**src/rtl/dll_ram.sv**
```systemverilog
// ----------------------------------------------------------------------------
// dll_ram
// generic single write port, single read port ram with registered read
// ----------------------------------------------------------------------------
module dll_ram #(
   parameter int unsigned WIDTH = 9,
   parameter int unsigned DEPTH = 256
) (
   input  logic                     clock,
   input  logic                     wr_en,
   input  logic [$clog2(DEPTH)-1:0] wr_addr,
   input  logic [WIDTH-1:0]         wr_data,
   input  logic                     rd_en,
   input  logic [$clog2(DEPTH)-1:0] rd_addr,
   output logic [WIDTH-1:0]         rd_data
);

   logic [WIDTH-1:0] mem_ff [DEPTH];

   always_ff @(posedge clock) begin
      if (wr_en) begin
         mem_ff[wr_addr] <= wr_data;
      end
      if (rd_en) begin
         rd_data <= mem_ff[rd_addr];
      end
   end

endmodule
```
**config.mk**
```make
export PLATFORM = sky130hd
export DESIGN_NAME = dll_ram
export DESIGN_NICKNAME = d
export VERILOG_FILES = /design/src/rtl/dll_ram.sv
export SDC_FILE = /design/constraint.sdc
export NUM_CORES = 2
export LEC_CHECK = 0
export ABC_AREA = 0
export ABC_CLOCK_PERIOD_IN_PS = 2700
export BUFFER_PORTS_ARGS = -buffer_cell sky130_fd_sc_hd__clkbuf_2
export CAP_MARGIN = 20
export CORE_MARGIN = 1.5
export CORE_UTILIZATION = 51
export CTS_CLUSTER_DIAMETER = 60
export DETAILED_ROUTE_END_ITERATION = 10
export HOLD_SLACK_MARGIN = 0.06
export PLACE_DENSITY = 0.66
export RECOVER_POWER = 50
export REMOVE_ABC_BUFFERS = 1
export SYNTH_ARGS = -nofsm -noshare
export SYNTH_HDL_FRONTEND = slang
export SYNTH_SLANG_ARGS = --single-unit
```
**constraint.sdc**
```tcl
create_clock -name clock -period 2.7 [get_ports clock]
set_clock_uncertainty 0.15 [all_clocks]
set_input_delay 0.54 -clock clock [delete_from_list [all_inputs] [get_ports clock]]
set_output_delay 0.54 -clock clock [all_outputs]
set_load 0.05 [all_outputs]
```
; ---- Word-level counts from Yosys, hierarchy flattened
; Memories as Yosys holds them, arrays and structs flattened. A register that Yosys moved wholly into a read port is not among the register bits.
; Index checks and enable logic that the tools add are counted.
[totals]
register_bits = 0
ram_bits = 2304
inputBits = 28
output_inout_bits = 9
elab_cells = 3
memories = 1
[classes]
n_mux = 2
[memory_table]
columns = memory, words, width, read_ports, rd_clocked_by_memory_dff, write_ports, line
row1 = mem_ff, 256, 9, 1, 1, 1, 18  ; logic [WIDTH-1:0] mem_ff [DEPTH];
[op_table]
columns = cell, n
row1 = 1-bit two-way mux, 2

; ---- Depth between registers and ports, before layout
[logic_depth]
word_depth = 2
mapped_depth = 11
ltp_nobuf = 6

; ---- Least setup slack after synthesis
; No wires, ideal clock.
[synth_path]
path_kind = input to register
startpoint = in rd_addr[0]
endpoint = reg rd_data[7], read port of mem_ff (data pin)
setup_ns = 0.265
t_arrival_ns = 2.238
t_required_ns = 2.285
slack_ns = 0.048
stages = 9
cell_sequence = buf_6 -> buf_12 -> buf_6 -> buf_6 -> mux4_2 -> a22oi_1 -> a21oi_1 -> nor4_1 -> nor3_1
[synth_rtl]
columns = element, line
row1 = "start, declared", 14  ; input logic [$clog2(DEPTH)-1:0] rd_addr,
row2 = "end, declared", 15  ; output logic [WIDTH-1:0] rd_data

==> summary.log <==
qor: die.fp.dieArea 178000 sq um
qor: global_route.gr-usage-all-layers 0.261
qor: timing.final-setup-viol-count 1
qor: timing.fmax 368 MHz
qor: worst_setup_path.worst_path_cell_chain buf_8, buf_12, buf_16, buf_12, mux2i_1, o22ai_1, nor3_1, a21oi_1, nor4_1, buf_2, nor4_1
qor: logic_synthesis.yosysWarningCount 0
qor: worst_setup_path.critPathMaxStageDelay 0.46 ns
qor: run_status.violations max-capacitance violations, max-slew violations, negative setup slack
qor: worst_setup_path.worstSetupEndpointType flop
qor: route.drc 0
qor: worst_setup_path.setup.worst_path.class in2reg
qor: global_route.antenna_violations_before_repair 13
qor: layout.areaGrowthSynthToFinish 17.8%
qor: logic_synthesis.synth_ff_type edfxtp_1
qor: worst_setup_path.worst_ep_arrival_time 3.20 ns
qor: route.finalWirelength 232000 um
qor: die.fp-row-count 153
qor: worst_setup_path.critical_path_peak_fanout 38
qor: clock_network.clock_insertion_delay_worst_skew 0.89 ns
qor: layout.layout-drive-gt1-share 0.297
qor: logic_synthesis.avgSynthCellArea 21.1 sq um
qor: route.antenna_left 0
qor: min_path.min_path_cells 3
qor: die.design.core.area 174000 sq um
qor: timing.fin_setup_tns -0.0195 ns
qor: logic_synthesis.syn_area 89400 sq um
qor: worst_setup_path.crit_required 3.18 ns
qor: power_and_ir_drop.cell_area_power_density 708 nW/um^2
qor: die.initial_core_util 0.514
qor: power_and_ir_drop.ir_drop 659 uV
qor: timing.slew_viol_final 378
qor: route.routed_via_density 6.18
qor: run_status.status complete, but fails checks
qor: min_path.holdCritStartpoint wr_addr[6]
qor: logic_synthesis.cells_after_synth 4237
qor: die.chipWidth 422 um
qor: global_route.grt_pass1_wl 334000 um
qor: worst_setup_path.worst-path-buf-inv 5
qor: clock_network.clk_pin_slew_worst_paths 0.06 ns
qor: clock_network.clock_path_buffers 3
qor: placement.gp_congestion 0.884
qor: route.route.detailed.wl_per_inst 30.5 um
qor: route.drt_first_iter_violations 5924
qor: worst_setup_path.timing.rr.end rd_data[7]$_DFFE_PP_
qor: logic_synthesis.synth_edf_count 2313
qor: power_and_ir_drop.leak 34.0 nW
qor: route.detail_route.first_pass.iterations 5
qor: clock_network.clockRootBuffer clkbuf_16
qor: global_route.grt_overflow_total 0
qor: clock_network.post-cts-setup-buffers 0
qor: clock_network.cts_htree_levels 4
qor: timing.slew_headroom -0.337
qor: timing.timing.final.crit_period 2.72 ns
qor: logic_synthesis.synth_sequential_area_ratio 0.777
qor: worst_setup_path.path_depth 11
qor: worst_setup_path.critical_path.slowest_cell nor4_1
qor: timing.layout_worst_path_cycle_share 1.01
qor: timing.timing.final.ws_setup -0.0195 ns
qor: die.vert_die_dim 422 um
qor: layout.n_fill_cell 12311
qor: worst_setup_path.reg2regPathDepth 7
qor: clock_network.tritoncts_clock_tree done
qor: layout.num-nets-final 5109
qor: placement.io_buffers 36
qor: worst_setup_path.critical-path-top-delay-family buffers and inverters
qor: timing.unrepaired_setup_endpoints_after_global_routing no
qor: route.num_vias 46947
qor: worst_setup_path.flop2flop_setup_slack 0.06 ns
qor: clock_network.cts-buffers-inserted 226
qor: global_route.maximum_number_of_pins_on_one_net_before_global_route_repair 93
qor: logic_synthesis.yosysUniqueCellTypes 56
qor: clock_network.clock_sinks 2313
qor: logic_synthesis.async_reset_ff_frac 0
qor: logic_synthesis.ys_top_cells_by_area edfxtp_1 (78%), mux4_2 (12%), mux2i_1 (2.0%)
qor: flow_run.timing.max_cap.violations 5
qor: global_route.via_count_of_the_first_global_routing_pass 46902
qor: worst_setup_path.critical_path.startpoint_type input port
qor: worst_setup_path.critical_path.reg2reg.startpoint mem_ff[246][7]$_DFFE_PP_
qor: min_path.hold-path-endpoint mem_ff[213][2]$_DFFE_PP_
qor: min_path.worstHoldPathType in2reg
qor: logic_synthesis.ys_ff_latch 2313
qor: logic_synthesis.synth_top_area_cell edfxtp_1
qor: timing.number_of_failing_hold_endpoints_at_the_final_stage 0
qor: logic_synthesis.yosys_top_cell_area_share 0.777
qor: die.boundaryPins 37
qor: placement.place_hpwl 151000 um
qor: power_and_ir_drop.post-layout-total-power 74.5 mW
qor: timing.timing_worst_slew_pin_value 2.01 ns
sequential cells by signal, summed over array words and instances, names as in the netlist:
register,cells
mem_ff,2304
rd_data,9
final cells by class:
type	instances	area, sq um	area share
clock buffer	272	5830	0.0554
clock inverter	146	1350	0.0128
tap	2325	2910	0.0276
inverter	2	7.51	0.0000713
multi-input combinational	1663	18500	0.176
sequential	2313	69500	0.660
timing repair buffer	875	7180	0.0682
antenna	2	5.00	0.0000476
cell usage in the layout (no fill, tap or decap), types with 21 or more instances in the layout:
cell       instances
clkinv_2          33
o21ai_0           30
nor2_1           303
clkbuf_2          45
buf_4            583
clkbuf_1         175
o221ai_1          34
mux2_2            21
mux2i_1          177
a211oi_1          22
clkinv_1          66
buf_12            91
a21oi_1           98
nand2_1           40
o22ai_1           65
mux4_2           467
a22oi_1          173
nor2b_1           24
nand3_1           29
clkbuf_16        226
edfxtp_1        2313
logic make-up after synthesis:
| kind of cell | synth area share |
|---|---|
| DFF | 0.777 |
| muxes | 0.143 |
| and+or+nand+nor | 0.0250 |
| AOI/OAI and AO/OA | 0.0375 |
| buffers and inverters | 0.0175 |
Yosys cell counts (all sizes together), types with 36 or more instances:
cell    count
a21oi      98
a22oi     174
buf       139
clkbuf    120
edfxtp   2313
mux2i     177
mux4      476
nand2      40
nor2      305
o21ai      36
o221ai     36
o22ai      65
per-layer routing:
metal  track usage  vias up  part of all wire
met3        0.0450      396             0.089
met1         0.367    24745              0.39
met5             0        -          0.000056
li1              -    19483                 -
met4        0.0936        2             0.038
met2         0.418     2321              0.48
what timing repair did:
action,4_1_cts,5_1_grt
resized for setup,9,11
hold endpoints to repair,369,0
pin swaps,0,1
gates cloned,0,0
endpoints found under the setup margin,5,6
hold buffers,10,0
power breakdown:
group          total (mW)  switching [mW]  internal (mW)
registers            39.7          0.0633           39.6
clock network        30.5            13.6           17.0
logic                4.30            2.60           1.70
worst min-delay path: stages:
cell      delay, ns
clkbuf_2       0.17
nand3_1        0.13
nor2_1         0.21
per-stage QoR:
stage               cells   util  instance area (sq um)  hold WS, ns  setup slack, ns
floorplan            3978      -                  87800        0.489           -0.678
global placement     7167  0.567                  98600        0.784            -1.38
detailed placement   7168  0.567                  98600        0.788            -1.35
CTS                  7596  0.609                 106000        0.218        -0.000537
global route         7596  0.605                 105000        0.256          0.00269
finish               7598  0.605                 105000        0.255          -0.0195
how the worst max path moves through the flow:
stage,start,endpoint,slack [ns]
after floorplan,rd_addr[2],rd_data[4]$_DFFE_PP_,-0.68
after global placement,rd_addr[0],rd_data[8]$_DFFE_PP_,-1.38
after detailed placement,rd_addr[0],rd_data[8]$_DFFE_PP_,-1.35
after CTS,rd_addr[0],rd_data[8]$_DFFE_PP_,-0.0005
after global routing,rd_addr[0],rd_data[1]$_DFFE_PP_,0.003
final,rd_addr[0],rd_data[1]$_DFFE_PP_,-0.02
Power figures use the tool's default switching activity.
